===== src/idpr_pkg.sv =====
// Package for the int8 dot product and requantize block.
// Holds controller states, command struct, configuration struct and register indexes.
package idpr_pkg;

  typedef enum logic [1:0] {
    S_ACC,
    S_MUL,
    S_DBL,
    S_FIN
  } state_t;

  typedef struct packed {
    logic acc_en;
    logic mul_en;
    logic dbl_en;
    logic fin_en;
  } cmd_t;

  typedef struct packed {
    logic signed [8:0] act_offset;
    logic signed [8:0] weight_offset;
    logic signed [7:0] zero_point;
    logic [30:0]       out_multiplier;
    logic signed [5:0] out_shift;
    logic signed [7:0] act_min;
    logic signed [7:0] act_max;
  } cfg_t;

  localparam int unsigned ADDR_W = 5;

  localparam logic [2:0] REG_ACT_OFFSET     = 3'd0;
  localparam logic [2:0] REG_WEIGHT_OFFSET  = 3'd1;
  localparam logic [2:0] REG_ZERO_POINT     = 3'd2;
  localparam logic [2:0] REG_OUT_MULTIPLIER = 3'd3;
  localparam logic [2:0] REG_OUT_SHIFT      = 3'd4;
  localparam logic [2:0] REG_ACT_MIN        = 3'd5;
  localparam logic [2:0] REG_ACT_MAX        = 3'd6;

  localparam logic [30:0] MULT_RESET = 31'd1073741824;

endpackage


===== src/idpr_ctrl.sv =====
// Controller: sequences accumulate, multiply, high-word and finish steps.
// Depends on idpr_pkg for state_t and cmd_t; owns the output valid flag.
module idpr_ctrl
  import idpr_pkg::*;
(
  input  logic clk,
  input  logic rst_n,
  input  logic in_valid,
  input  logic in_last_element,
  output logic in_stall,
  input  logic out_stall,
  output logic out_valid,
  output cmd_t cmd
);

  state_t state_r;
  state_t state_nxt;
  logic   out_valid_r;
  logic   out_valid_nxt;

  always_comb begin
    state_nxt = state_r;
    case (state_r)
      S_ACC: begin
        if (in_valid && in_last_element) state_nxt = S_MUL;
      end
      S_MUL: state_nxt = S_DBL;
      S_DBL: state_nxt = S_FIN;
      S_FIN: begin
        if (!out_valid_r || !out_stall) state_nxt = S_ACC;
      end
      default: state_nxt = S_ACC;
    endcase
  end

  always_comb begin
    cmd      = '0;
    in_stall = 1'b1;
    case (state_r)
      S_ACC: begin
        in_stall   = 1'b0;
        cmd.acc_en = in_valid;
      end
      S_MUL: cmd.mul_en = 1'b1;
      S_DBL: cmd.dbl_en = 1'b1;
      S_FIN: cmd.fin_en = !out_valid_r || !out_stall;
      default: cmd = '0;
    endcase
  end

  always_comb begin
    out_valid_nxt = out_valid_r && out_stall;
    if (cmd.fin_en) out_valid_nxt = 1'b1;
  end

  assign out_valid = out_valid_r;

  always_ff @(posedge clk) begin
    if (!rst_n) begin
      state_r     <= S_ACC;
      out_valid_r <= 1'b0;
    end else begin
      state_r     <= state_nxt;
      out_valid_r <= out_valid_nxt;
    end
  end

endmodule


===== config.mk =====
export PLATFORM = sky130hd
export DESIGN_NAME = idpr_ctrl
export DESIGN_NICKNAME = d
export VERILOG_FILES = /design/src/idpr_pkg.sv /design/src/idpr_ctrl.sv
export SDC_FILE = /design/constraint.sdc
export NUM_CORES = 1
export LEC_CHECK = 0
export ABC_AREA = 1
export BUFFER_PORTS_ARGS = -buffer_cell sky130_fd_sc_hd__buf_2
export CORE_AREA = 2 2 39 41
export CTS_BUF_LIST = sky130_fd_sc_hd__clkbuf_8 sky130_fd_sc_hd__clkbuf_16
export CTS_CLUSTER_SIZE = 28
export DETAILED_ROUTE_END_ITERATION = 10
export DIE_AREA = 0 0 41 43
export HOLD_SLACK_MARGIN = 0.12
export PLACE_DENSITY_LB_ADDON = 0.12
export SYNTH_ARGS = -nofsm -noshare
export SYNTH_HDL_FRONTEND = slang
export SYNTH_SLANG_ARGS = --single-unit

===== constraint.sdc =====
create_clock -name clk -period 2.65 [get_ports clk]
set_clock_uncertainty 0.2 [all_clocks]
set_input_delay 0.53 -clock clk [delete_from_list [all_inputs] [get_ports clk]]
set_output_delay 0.53 -clock clk [all_outputs]
set_load 0.05 [all_outputs]

==> flow_metrics.tcl, run 1 <==
set metrics [dict create \
    status "finished clean" \
    rows 14 \
    die_h_um 43 \
    core_area_sq_um 1380 \
    holdWs_ns 0.309 \
    fmax_mhz 511 \
    nNetsFinal 55 \
    max-clock-path-buffers 2 \
    min_from "out_valid" \
    timing.final.hold_violations 0 \
    dpl.hpwl_um 370 \
    cts.sinks 3 \
    io_pins 11 \
    fp.dieW_um 41 \
    place_congestion 0.778 \
    post-cts-setup-buffers 0 \
    period_share 0.739 \
    grt_antenna_before_repair 0 \
    dr.pass1.iters 2 \
    cts-htree-levels 1 \
    critPathLaunch "state_r[0]" \
    via_count 208 \
    endpoint_kind "output port" \
    grt_pass1_wl_um 834 \
    cts_tree "done" \
    layout_common_cells "buf_2, inv_1, nand2_1, ha_1" \
    dieArea_sq_um 1760 \
    final_cells 60 \
    setup_ws_ns 0.692 \
    gr-usage-all-layers 0.0731 \
    grt_pass1_vias 231 \
    max_slew_margin 0.835 \
    required_ns 1.92 \
    rsz0062_at_grt "no" \
    place.port_buffers 10 \
    initial_core_util 0.160 \
    wl_um 456 \
    layout_min_cycle_time_ns 1.96 \
    setup_violations 0 \
    netlist_area_sq_um 221 \
    syn_avg_cell_area_sq_um 7.38 \
    slew_viol_final 0 \
    area_delta_synth_final_pct 52.0 \
    worst-path-max-fanout 4 \
    drc_errors 0 \
    tightest_slew_ns 0.250 \
    ys.warnings.count 0 \
    first_iter_violations 2 \
    mostFrequentLayoutCell "buf_2" \
    clock_latency_ns 0.21 \
    grt_overflow 0 \
    path_cells "inv_1 -> ha_1 -> inv_1 -> buf_2" \
    synth.distinct_cells 9 \
    dp.cells 56 \
    setup-tns-final_ns 0 \
    place_ws_ns 0.881 \
    clock-root-buffer "clkbuf_8" \
    drv_cap 0 \
    cts_hold_buf 0 \
    hp-class "reg -> reg" \
    drive_gt1_frac 0.318 \
    syn_nets 40 \
    cp-start-kind "register" \
    path_class "reg -> out" \
    vias_per_cell 3.47 \
    synth_seq_area_share 0.271 \
    netlist_instances 30 \
    crit_arrival_ns 1.23 \
    cpMaxStageDelayCell "dfxtp_1" \
    cts.clk_slew.worst_paths_ns 0.03 \
    drtAntennaViolNets 0 \
    antenna_cells 0 \
    timing.rr.start "state_r[0]" \
    synth_seq_cells 3 \
    numCtsBuffers 3 \
    ctsResizeCount 0 \
    wire_per_inst_um 7.60 \
    crit_path_max_incr_delay_ns 0.38 \
    crit_top_cell "inv_1" \
    grt_start_max_net_pins 5 \
]
-- worst max-delay path, delay by kind of cell, from the launching register on --
| kind | cells | cell delay (ns) |
|---|---|---|
| fa+ha+maj | 1 | 0.24 |
| flops | 1 | 0.38 |
| buf+inv | 3 | 0.40 |
-- synthesized netlist by cell type --
| cell | number | area share |
|---|---|---|
| a21boi_0 | 1 | 0.034 |
| a21oi_1 | 3 | 0.068 |
| dfxtp_1 | 3 | 0.27 |
| ha_1 | 5 | 0.28 |
| inv_1 | 6 | 0.10 |
| nand2_1 | 6 | 0.10 |
| nand3_1 | 2 | 0.045 |
| nand3_2 | 1 | 0.045 |
| nor2_1 | 3 | 0.051 |
-- layout make-up --
cell class,count,area [sq um]
Clock buffer,3,41.3
Clock inverter,1,3.75
Fill cell,157,1050
Inverter,6,22.5
Multi-Input combinational cell,21,139
Sequential cell,3,60.1
Tap cell,16,20.0
Timing Repair Buffer,10,50.0
-- metal layers --
layer	part of all wire	wire length (um)	global-route usage
met1	0.44	201	0.0828
met2	0.51	233	0.100
met3	0.046	21	0.0157
met4	0	0	0.0800
met5	0	0	0
-- state kept, by name, indices dropped and copies added (netlist names) --
name	cells
out_valid	1
state_r	2
-- logic make-up after synthesis --
group | synth area share
adders and majority gates | 0.282
buffers and inverters | 0.102
and+or+nand+nor | 0.243
DFF | 0.271
AOI/OAI and AO/OA | 0.102
-- stage by stage --
stage / util / instance area (sq um)
finish: 0.243 / 337
global placement: 0.211 / 292
detailed placement: 0.211 / 292
CTS: 0.243 / 337
global route: 0.243 / 337
floorplan: - / 221
-- final timing paths --
kind / depth (start not counted) / end / slack (ns)
max: 4 / in_stall / 0.69
min: 2 / out_valid / 0.31
max reg2reg: 6 / state_r[0] / 1.31
min reg2reg: 2 / out_valid / 0.31
Power of run 1 is left out: the tool's default activity adds up to more than one toggle a clock period on the data nets, which glitch-free logic cannot reach.
==> inputs of run 2 (changes only) <==
==> constraint.sdc (replaced) <==
create_clock -name clk -period 1.9 [get_ports clk]
set_clock_uncertainty 0.2 [all_clocks]
set_input_delay 0.38 -clock clk [delete_from_list [all_inputs] [get_ports clk]]
set_output_delay 0.38 -clock clk [all_outputs]
set_load 0.05 [all_outputs]
==> run 2 against run 1 <==
Compared with the run above:
- routed wire length down 3.9%
- die area unchanged
- core utilization up 0.27 points
- flip-flop and latch count did not move
- via count rose by 7.2%
- critical path depth is the same
- first-iteration DRC count increased by 50%
- global-route usage shrank 1.3 points
- sequential share of layout area fell by 0.20 points
- non-clock buffer count stayed put
- cell area rose by 1.1%
- clock-buffer cell count is the same
==> flow_metrics.tcl, run 2 (synthesized netlist as in run 1, its figures left out) <==
set metrics [dict create \
    cts_tree "done" \
    drtAntennaViolNets 0 \
    cpMaxStageDelayCell "dfxtp_1" \
    io_pins 11 \
    crit_arrival_ns 1.22 \
    layout_min_cycle_time_ns 1.80 \
    wire_per_inst_um 7.30 \
    slew_viol_final 0 \
    grt_pass1_wl_um 696 \
    drive_gt1_frac 0.341 \
    largest_reg_flops 2 \
    dpl.hpwl_um 363 \
    drv_cap 0 \
    cts.sinks 3 \
    grt_antenna_before_repair 0 \
    post-cts-setup-buffers 0 \
    timing.final.hold_violations 0 \
    setup_violations 0 \
    grt_pass1_vias 216 \
    area_delta_synth_final_pct 53.7 \
    place.port_buffers 10 \
    vias_per_cell 3.72 \
    path_cells "inv_1 -> ha_1 -> inv_1 -> buf_2" \
    max_slew_margin 0.835 \
    antenna_cells 0 \
    fmax_mhz 555 \
    path_buf_inv 3 \
    dr.pass1.iters 3 \
    period_share 0.948 \
    fp.dieW_um 41 \
    layout_common_cells "buf_2, inv_1, nand2_1, ha_1" \
    rows 14 \
    status "finished clean" \
    rsz0062_at_grt "no" \
    crit_top_cell "inv_1" \
    setup-tns-final_ns 0 \
    drc_errors 0 \
    clock-root-buffer "clkbuf_8" \
    cts_hold_buf 0 \
    dieArea_sq_um 1760 \
    worst-path-max-fanout 4 \
    clock_latency_ns 0.21 \
    top_register "state_r" \
    endpoint_kind "output port" \
    numCtsBuffers 3 \
    hp-class "in -> reg" \
    max-clock-path-buffers 2 \
    wl_um 438 \
    die_h_um 43 \
    crit_path_max_incr_delay_ns 0.38 \
    path_delay_family "buffers and inverters" \
    gr-usage-all-layers 0.0602 \
    required_ns 1.32 \
    grt_start_max_net_pins 5 \
    mostFrequentLayoutCell "buf_2" \
    nNetsFinal 55 \
    path_class "reg -> out" \
    grt_overflow 0 \
    core_area_sq_um 1380 \
    tightest_slew_ns 0.249 \
    initial_core_util 0.160 \
    first_iter_violations 3 \
    ctsResizeCount 0 \
    place_congestion 0.661 \
    cts.clk_slew.worst_paths_ns 0.03 \
    via_count 223 \
    n_fill_cell 165 \
    cts-htree-levels 1 \
    cp-start-kind "register" \
]
==> run 2: changes by cell type in the layout (fill, tap and decap cells not counted) <==
cell,previous run,this run
a21oi_1,3,2
a21oi_2,0,1
==> run 2: worst paths after layout <==
path | startpoint | to | slack [ns] | depth (start not counted)
setup / recovery | state_r[0] | in_stall | 0.1 | 4
hold / removal | rst_n | state_r[0] | 0.22 | 3
setup reg to reg | state_r[0] | state_r[1] | 0.56 | 6
hold reg to reg | out_valid | out_valid | 0.32 | 2
==> run 2: cell type report <==
| class | count | area [sq um] | share of cell area |
|---|---|---|---|
| timing repair buffer | 10 | 50.0 | 0.147 |
| sequential | 3 | 60.1 | 0.176 |
| multi-input combinational | 21 | 143 | 0.419 |
| tap | 16 | 20.0 | 0.0588 |
| inverter | 6 | 22.5 | 0.0662 |
| clock buffer | 3 | 41.3 | 0.121 |
| clock inverter | 1 | 3.75 | 0.0110 |
==> run 2: worst min-delay path: cells and delay by family <==
kind | cells | cell delay, ns
and+or+nand+nor | 2 | 0.09
buffers and inverters | 1 | 0.11
==> run 2: layer usage <==
| layer | part of all wire | vias to the layer above | global-route usage | wire length [um] |
|---|---|---|---|---|
| li1 | - | 120 | - | - |
| met4 | 0 | 0 | 0.0400 | 0 |
| met2 | 0.50 | 6 | 0.0969 | 220 |
| met5 | 0 | - | 0 | 0 |
| met1 | 0.42 | 97 | 0.0545 | 186 |
| met3 | 0.071 | 0 | 0.0314 | 31 |
==> run 2: stage by stage <==
step                setup slack (ns)  area (sq um)  utilization  std cells  hold slack [ns]
detailed placement             0.314           295        0.213         56            0.325
floorplan                      0.265           225            -         30            0.301
global placement               0.300           295        0.213         56            0.331
finish                        0.0988           340        0.246         60            0.218
CTS                           0.0833           340        0.246         60            0.217
global route                 0.00679           340        0.246         60            0.243
Power of run 2 is left out for the same reason.
