[src/idpr_pkg.sv]
// Package for the int8 dot product and requantize block.
// Holds controller states, command struct, configuration struct and register indexes.
package idpr_pkg;

  typedef enum logic [1:0] {
    S_ACC,
    S_MUL,
    S_DBL,
    S_FIN
  } state_t;

  typedef struct packed {
    logic acc_en;
    logic mul_en;
    logic dbl_en;
    logic fin_en;
  } cmd_t;

  typedef struct packed {
    logic signed [8:0] act_offset;
    logic signed [8:0] weight_offset;
    logic signed [7:0] zero_point;
    logic [30:0]       out_multiplier;
    logic signed [5:0] out_shift;
    logic signed [7:0] act_min;
    logic signed [7:0] act_max;
  } cfg_t;

  localparam int unsigned ADDR_W = 5;

  localparam logic [2:0] REG_ACT_OFFSET     = 3'd0;
  localparam logic [2:0] REG_WEIGHT_OFFSET  = 3'd1;
  localparam logic [2:0] REG_ZERO_POINT     = 3'd2;
  localparam logic [2:0] REG_OUT_MULTIPLIER = 3'd3;
  localparam logic [2:0] REG_OUT_SHIFT      = 3'd4;
  localparam logic [2:0] REG_ACT_MIN        = 3'd5;
  localparam logic [2:0] REG_ACT_MAX        = 3'd6;

  localparam logic [30:0] MULT_RESET = 31'd1073741824;

endpackage

[src/idpr_cfg.sv]
// Configuration register file behind the APB-style port.
// Depends on idpr_pkg for the register struct and register indexes.
module idpr_cfg
  import idpr_pkg::*;
(
  input  logic                 clk,
  input  logic                 rst_n,
  input  logic                 psel,
  input  logic                 penable,
  input  logic                 pwrite,
  input  logic [ADDR_W-1:0]    paddr,
  input  logic [31:0]          pwdata,
  output logic [31:0]          prdata,
  output logic                 pready,
  output cfg_t                 cfg
);

  cfg_t       cfg_r;
  cfg_t       cfg_nxt;
  logic [2:0] idx;
  logic       wr;

  assign pready = 1'b1;
  assign idx    = paddr[ADDR_W-1:2];
  assign wr     = psel && penable && pwrite;
  assign cfg    = cfg_r;

  always_comb begin
    cfg_nxt = cfg_r;
    if (wr) begin
      case (idx)
        REG_ACT_OFFSET:     cfg_nxt.act_offset     = pwdata[8:0];
        REG_WEIGHT_OFFSET:  cfg_nxt.weight_offset  = pwdata[8:0];
        REG_ZERO_POINT:     cfg_nxt.zero_point     = pwdata[7:0];
        REG_OUT_MULTIPLIER: cfg_nxt.out_multiplier = pwdata[30:0];
        REG_OUT_SHIFT:      cfg_nxt.out_shift      = pwdata[5:0];
        REG_ACT_MIN:        cfg_nxt.act_min        = pwdata[7:0];
        REG_ACT_MAX:        cfg_nxt.act_max        = pwdata[7:0];
        default:            cfg_nxt = cfg_r;
      endcase
    end
  end

  always_comb begin
    case (idx)
      REG_ACT_OFFSET:     prdata = {23'd0, cfg_r.act_offset};
      REG_WEIGHT_OFFSET:  prdata = {23'd0, cfg_r.weight_offset};
      REG_ZERO_POINT:     prdata = {24'd0, cfg_r.zero_point};
      REG_OUT_MULTIPLIER: prdata = {1'b0, cfg_r.out_multiplier};
      REG_OUT_SHIFT:      prdata = {26'd0, cfg_r.out_shift};
      REG_ACT_MIN:        prdata = {24'd0, cfg_r.act_min};
      REG_ACT_MAX:        prdata = {24'd0, cfg_r.act_max};
      default:            prdata = 32'd0;
    endcase
  end

  always_ff @(posedge clk) begin
    if (!rst_n) begin
      cfg_r.act_offset     <= 9'sd0;
      cfg_r.weight_offset  <= 9'sd0;
      cfg_r.zero_point     <= 8'sd0;
      cfg_r.out_multiplier <= MULT_RESET;
      cfg_r.out_shift      <= 6'sd0;
      cfg_r.act_min        <= -8'sd128;
      cfg_r.act_max        <= 8'sd127;
    end else begin
      cfg_r <= cfg_nxt;
    end
  end

endmodule

[config.mk]
export PLATFORM = sky130hd
export DESIGN_NAME = idpr_cfg
export DESIGN_NICKNAME = d
export VERILOG_FILES = /design/src/idpr_pkg.sv /design/src/idpr_cfg.sv
export SDC_FILE = /design/constraint.sdc
export NUM_CORES = 1
export LEC_CHECK = 0
export ABC_AREA = 0
export BUFFER_PORTS_ARGS = -buffer_cell sky130_fd_sc_hd__buf_2
export CAP_MARGIN = 20
export CORE_MARGIN = 3
export CORE_UTILIZATION = 52
export DETAILED_ROUTE_END_ITERATION = 16
export PLACE_DENSITY = 0.84
export SETUP_SLACK_MARGIN = 0.1
export SLEW_MARGIN = 20
export SYNTH_ARGS = -nofsm -noshare
export SYNTH_HDL_FRONTEND = slang
export SYNTH_SLANG_ARGS = --single-unit
export TNS_END_PERCENT = 1
[constraint.sdc]
create_clock -name clk -period 3.4 [get_ports clk]
set_input_delay 0.17 -clock clk [delete_from_list [all_inputs] [get_ports clk]]
set_output_delay 0.17 -clock clk [all_outputs]
set_load 0.03 [all_outputs]
==> results of run 1 <==
-- power groups by stage --
stage / Combinational, mW / Clock [mW] / Sequential, mW
after CTS: 0.184 / 0.612 / 0.938
after global placement: 0.179 / 0 / 0.959
after detailed placement: 0.183 / 0 / 0.959
final: 0.185 / 0.603 / 0.938
after floorplan: 0.109 / 0 / 0.973
after global routing: 0.198 / 0.648 / 0.939
-- area by class of cell --
| cell class | count | area [um^2] | area share |
|---|---|---|---|
| multi-input combinational | 277 | 1897 | 0.4116 |
| sequential | 79 | 1582 | 0.3432 |
| timing repair buffer | 155 | 793.3 | 0.1721 |
| clock buffer | 11 | 141.4 | 0.03068 |
| tap | 96 | 120.1 | 0.02607 |
| inverter | 14 | 52.55 | 0.01140 |
| clock inverter | 4 | 22.52 | 0.004887 |
-- metal layers --
| metal | share of wire | wire, um |
|---|---|---|
| met1 | 0.42 | 4295 |
| met2 | 0.50 | 5010 |
| met3 | 0.063 | 634 |
| met4 | 0.017 | 172 |
| met5 | 0 | 0 |
-- worst max path at each step --
stage	cells past startpoint	end	slack [ns]	startpoint
3_3_place_gp	5	cfg[25]$_SDFFE_PN0P_	1.23	paddr[3]
5_1_grt	6	prdata[17]	1.12	paddr[3]
2_1_floorplan	5	prdata[2]	1.56	paddr[3]
6_report	6	prdata[22]	1.28	paddr[3]
3_5_place_dp	5	cfg[32]$_SDFFE_PN0P_	1.18	paddr[3]
4_1_cts	6	prdata[22]	1.32	paddr[3]
-- tightest hold or removal path, cell delays in order --
cell     delay [ns]
buf_2          0.09
nand2_1        0.04
mux2i_1        0.05
-- layout by cell type (no fill, tap or decap), types with 2 or more instances in the layout --
| cell | netlist | routed |
|---|---|---|
| o311ai_0 | 9 | 9 |
| clkbuf_8 | 0 | 10 |
| o21ai_0 | 9 | 9 |
| nand2_1 | 102 | 102 |
| mux2_2 | 3 | 3 |
| a221oi_1 | 6 | 6 |
| o221ai_1 | 2 | 2 |
| o221a_2 | 4 | 4 |
| nor2_4 | 1 | 2 |
| nor2_2 | 2 | 2 |
| nor2_1 | 7 | 6 |
| and2_1 | 22 | 22 |
| a22oi_1 | 3 | 3 |
| and4b_1 | 2 | 2 |
| buf_2 | 7 | 148 |
| nand2b_1 | 2 | 2 |
| a21oi_1 | 2 | 2 |
| dfxtp_1 | 79 | 79 |
| mux2i_1 | 88 | 88 |
| clkinv_2 | 0 | 3 |
| inv_1 | 14 | 14 |
| buf_4 | 7 | 7 |
| a211oi_1 | 2 | 2 |
| nor2b_1 | 5 | 5 |
| conb_1 | 2 | 2 |
-- logic make-up after synthesis --
group,count (synthesis)
simple gates,147
flops,79
compound gates,37
buf+inv,46
other cells,2
mux,91
-- per-stage QoR --
stage | std cells | power, mW | util
floorplan | 402 | 1.082 | -
global placement | 621 | 1.138 | 0.6505
detailed placement | 621 | 1.142 | 0.6505
CTS | 636 | 1.733 | 0.6745
global route | 636 | 1.785 | 0.6745
finish | 636 | 1.726 | 0.6745
==> metrics.yaml, run 1 <==
setup_path:
  reg2regPathDepth: 2
  startpoint_type: "primary input"
  worst_path_largest_cell_delay_ns: 0.52
  critPathKind: "in -> out"
  rr_startpoint: "cfg[6]$_SDFFE_PN1P_"
  worst-path-buf-inv: 3
  r2r_slack_ns: 2.63
  crit_path_cell_trace: "buf_2 > nand2b_1 > nor2_1 > buf_4 > and2_1 > buf_2"
  worst_ep_required_time_ns: 3.23
  r2r_end: "cfg[6]$_SDFFE_PN1P_"
  cpMaxStageDelayCell: "buf_2"
  critPathTopFamily: "buffers and inverters"
  arrival_ns: 1.95
  worstPathMaxFanout: 26
  critPathCaptureType: "primary output"
  crit_path_frequent_cell: "buf_2"
hold_path:
  hp-start: "pwdata[14]"
  min_to: "cfg[36]$_SDFFE_PN0P_"
  min_path_type: "in -> reg"
  min_path_cells: 3
detailed_routing:
  ant_nets: 0
  route.detailed.drc: 0
  drt-wirelength-per-cell_um: 15.90
  drt-total-wl_um: 10110
  drt-pass1-iter-count: 6
  via_count: 3370
  drt_iter0_markers: 200
  routed_via_density: 5.299
grt:
  grt_util_met3: 0.03682
  grt_pass1_vias: 3194
  grt-ovfl-total: 0
  grtUsageMet1: 0.3064
  track_usage: 0.2418
  grt_max_degree: 62
  grt_pass1_wl_um: 16100
  antenna_found_initial: 0
  busiest_layer: "met2"
  use_met2: 0.4119
synth:
  synth_compound_gate_area_share: 0.07800
  syn-cell-area_mm2: 0.003674
  synth_nets: 444
  yosys_warnings: 0
  yosysMostFrequentCell: "nand2_1"
  synth_area_leaders: "dfxtp_1 (43%), mux2i_1 (24%), nand2_1 (10%)"
  synth_top_family_by_area: "multiplexers"
  synth_edf_count: 0
  yosys.area_share.simple: 0.1839
  synth.top_cell.area_share: 0.4305
  ys_top_cells_by_count: "nand2_1 (102), mux2i_1 (88), dfxtp_1 (79), and2_1 (22), clkbuf_1 (18)"
  synthArstFlopShare: 0
  synth.distinct_cells: 28
  synthAdderAreaFrac: 0
  synthFlopType: "dfxtp_1"
  synth_area_leader_cell: "dfxtp_1"
  synthMuxAreaShare: 0.2490
  ys_seq_area_frac: 0.4305
  avgSynthCellArea_um2: 9.138
  syn_inst: 402
  synth-xor-area-share: 0
  yosys_register_bits: 79
sta:
  timing.final.ws_setup_ns: 1.280
  maxSlewHeadroom: 0.2921
  tightest_slew_ns: 1.062
  rsz0062_at_grt: "false"
  fmax_ghz: 0.4718
  skew_ns: 0
  hold_viol_final: 0
  drv_slew: 0
  whs_ns: 0.05814
  setup_viol: 0
  tns_ns: 0
  fin_crit_ns: 2.120
  post-route-period-util: 0.6235
floorplan:
  io-pin-count: 154
  start_util: 0.5377
  die_h_um: 90.05
  fp.dieW_um: 90.05
  num_rows: 30
  core_area_mm2: 0.006832
  die_area_mm2: 0.008109
clocking:
  clock_sinks: 79
  ctsRootBufferMaster: "clkbuf_8"
  cts_setup_buffers: 0
  insertion_delay_ns: 0.34
  htreeDepth: 3
  numCtsBuffers: 9
  hold_buffers: 0
  clk_pin_slew_ns: 0.08
  cts_resized: 0
  cts_tree: "built"
  cts_buffer_depth: 2
power:
  irDropWorstVdd_mv: 0.2052
  seqPwrFrac: 0.543
  p_sw_frac: 0.2647
  intPower_mw: 1.269
  p_switching_mw: 0.4568
  p_comb_frac: 0.107
  p_leak_nw: 2.172
  powerDensity_mw_per_mm2: 374.6
  clockPowerShare: 0.350
finish:
  finalNetCount: 578
  finalInstanceArea_mm2: 0.004608
  nFillCells: 602
  num_antenna_cells: 0
  final_layout_size_suffix_gt1_frac: 0.3370
  largest_reg_flops: 79
  syn_to_final_growth_pct: 25.44
placed_design:
  dpl_cell_area_mm2: 0.004444
  hpwl_um: 7267
  place_congestion: 0.8458
  numPortBuffers: 148
  dp_slack_ns: 1.182
job:
  cap_violations: 0
outcome:
  status: "finished clean"
No activity file was read; power rests on OpenSTA's default activity.
==> run 2: changes to the inputs <==
Settings changed: CORE_UTILIZATION 52 to 48, PLACE_DENSITY 0.84 to 0.78.
Clock period 3.4 ns to 2 ns, I/O delays scaled along.
==> run 2 against run 1 <==
Flip-flop and latch count stayed put. Power is 74% higher. Clock power is 77% higher. Core utilization is 1.2 points lower. Wire length is 2.1% higher. Critical path depth is 1 lower. Setup slack worse by 0.97 ns. Critical path type unchanged. Highest routed layer unchanged.
==> metrics.yaml, run 2 (synthesis results as in run 1) <==
floorplan:
  io-pin-count: 154  # unchanged
  start_util: 0.5011  # -0.03662
  fp.dieW_um: 93.48  # +3.8%
  core_area_mm2: 0.007331  # +7.3%
  num_rows: 31  # +3.3%
  die_h_um: 93.48  # +3.8%
  die_area_mm2: 0.008739  # +7.8%
clocking:
  numCtsBuffers: 9  # unchanged
  clk_pin_slew_ns: 0.08  # about the same
  cts_setup_buffers: 0  # unchanged
  cts_tree: "built"
  htreeDepth: 3  # unchanged
  clock_sinks: 79  # unchanged
  ctsRootBufferMaster: "clkbuf_8"
  insertion_delay_ns: 0.35  # about the same
  cts_buffer_depth: 2  # unchanged
power:
  p_leak_nw: 2.275  # +4.7%
  powerDensity_mw_per_mm2: 619.9  # +65%
  irDropWorstVdd_mv: 0.3651  # +78%
finish:
  syn_to_final_growth_pct: 32.19
  num_antenna_cells: 0  # unchanged
  register_area_mm2: 0.001582  # unchanged
  final_cell_mix: "buf_2 (148), nand2_1 (102), mux2i_1 (88), dfxtp_1 (79), and2_1 (22)"
  finalNetCount: 600  # +3.8%
  multi_input_area_mm2: 0.001897  # unchanged
  fin_util: 0.6624  # -0.01214
  final_cell_count_no_fill: 662  # +4.1%
  largest_reg_flops: 79  # unchanged
  nFillCells: 618  # +2.7%
  final_common_cell: "buf_2"
  final_layout_size_suffix_gt1_frac: 0.3339  # -0.003112
grt:
  grt-ovfl-total: 0  # unchanged
  grt_max_degree: 37  # -40%
  antenna_found_initial: 0  # unchanged
  grt_pass1_wl_um: 16520  # +2.6%
  grt_pass1_vias: 3421  # +7.1%
  track_usage: 0.2394  # -0.002377
setup_path:
  startpoint_type: "primary input"
  worstPathMaxFanout: 20  # -23%
  arrival_ns: 1.59  # -0.36 ns
  cpMaxStageDelayCell: "nand2b_1"
  worst_ep_required_time_ns: 1.90  # -1.33 ns
  critPathTopFamily: "compound AO/OA/AOI/OAI gates"
  critPathKind: "in -> out"
  worst-path-buf-inv: 2  # -1
  crit_path_frequent_cell: "buf_2"
  worst_path_largest_cell_delay_ns: 0.38  # -0.14 ns
  crit_path_cell_trace: "buf_2 > nand2b_1 > o221a_2 > a221oi_1 > buf_2"
  critPathCaptureType: "primary output"
detailed_routing:
  routed_via_density: 5.169  # -2.4%
  via_count: 3422  # +1.5%
  drt-pass1-iter-count: 4  # -2
  route.detailed.drc: 0  # unchanged
  drt_iter0_markers: 179  # -11%
  drt-wirelength-per-cell_um: 15.60  # -1.9%
  ant_nets: 0  # unchanged
  drt-total-wl_um: 10330  # +2.1%
sta:
  drv_slew: 0  # unchanged
  fmax_ghz: 0.5913
  hold_viol_final: 0  # unchanged
  fin_crit_ns: 1.691
  post-route-period-util: 0.8456
  setup_viol: 0  # unchanged
  maxSlewHeadroom: 0.5827  # +0.2907
  tightest_slew_ns: 0.6259  # -0.4360 ns
  rsz0062_at_grt: "false"
  tns_ns: 0  # unchanged
  timing.final.ws_setup_ns: 0.3087  # -0.9715 ns
  skew_ns: 0  # unchanged
placed_design:
  numPortBuffers: 148  # unchanged
  place_congestion: 0.8586  # +1.5%
  dp_slack_ns: 0.3339  # -0.8482 ns
  hpwl_um: 7489  # +3.1%
  dp_cells: 629  # +1.3%
hold_path:
  min_path_type: "in -> reg"
outcome:
  status: "finished clean"
job:
  cap_violations: 0  # unchanged
==> run 2: final cells by class <==
cell class | instances | area share
clock buffers | 11 | 0.02912
well taps | 99 | 0.02551
multi-input cells | 277 | 0.3906
clock inverters | 5 | 0.006957
flip-flops and latches | 79 | 0.3257
repair buffers | 177 | 0.2113
inverters | 14 | 0.01082
==> run 2: worst min-delay path: cells and delay by family <==
kind,cells,cell delay (ns)
simple gates,1,0.06
buf+inv,1,0.10
mux,1,0.06
==> run 2: what timing repair did <==
action | CTS | global route
gates resized for setup | 0 | 0
endpoints found under the setup margin | 0 | 0
hold endpoints to repair | 17 | 0
hold buffers | 17 | 0
==> run 2: per-stage QoR <==
stage	hold slack [ns]	instance area, um^2	total power [mW]
after floorplan	0.2422	3674	1.839
after global placement	0.3488	4511	1.943
after detailed placement	0.3553	4511	1.950
after CTS	0.0007012	4856	3.021
after global routing	0.006588	4856	3.124
final	0.002978	4856	3.010
==> run 2: path summary, 6_finish.rpt <==
check                                            end            startpoint  cells past startpoint  slack (ns)
worst max-delay path                       prdata[2]              paddr[3]                      5        0.31
worst min-delay path            cfg[35]$_SDFFE_PN0P_            pwdata[13]                      3       0.003
worst max register to register   cfg[1]$_SDFFE_PN1P_   cfg[1]$_SDFFE_PN1P_                      2        1.21
worst min register to register  cfg[12]$_SDFFE_PN0P_  cfg[12]$_SDFFE_PN0P_                      2        0.47
==> run 2: per-layer routing <==
metal	wire length, um	up-vias	part of all wire	track usage
met5	0	-	0	0
met4	194	0	0.019	0.09035
met3	569	17	0.055	0.03942
met2	5205	93	0.50	0.4092
met1	4358	1644	0.42	0.3012
li1	-	1668	-	-
==> run 2: report_power, final <==
group | switching, mW | internal [mW] | leakage (nW)
combinational | 0.216 | 0.131 | 1.55
clock | 0.587 | 0.483 | 0.0853
sequential | 0.00977 | 1.58 | 0.637
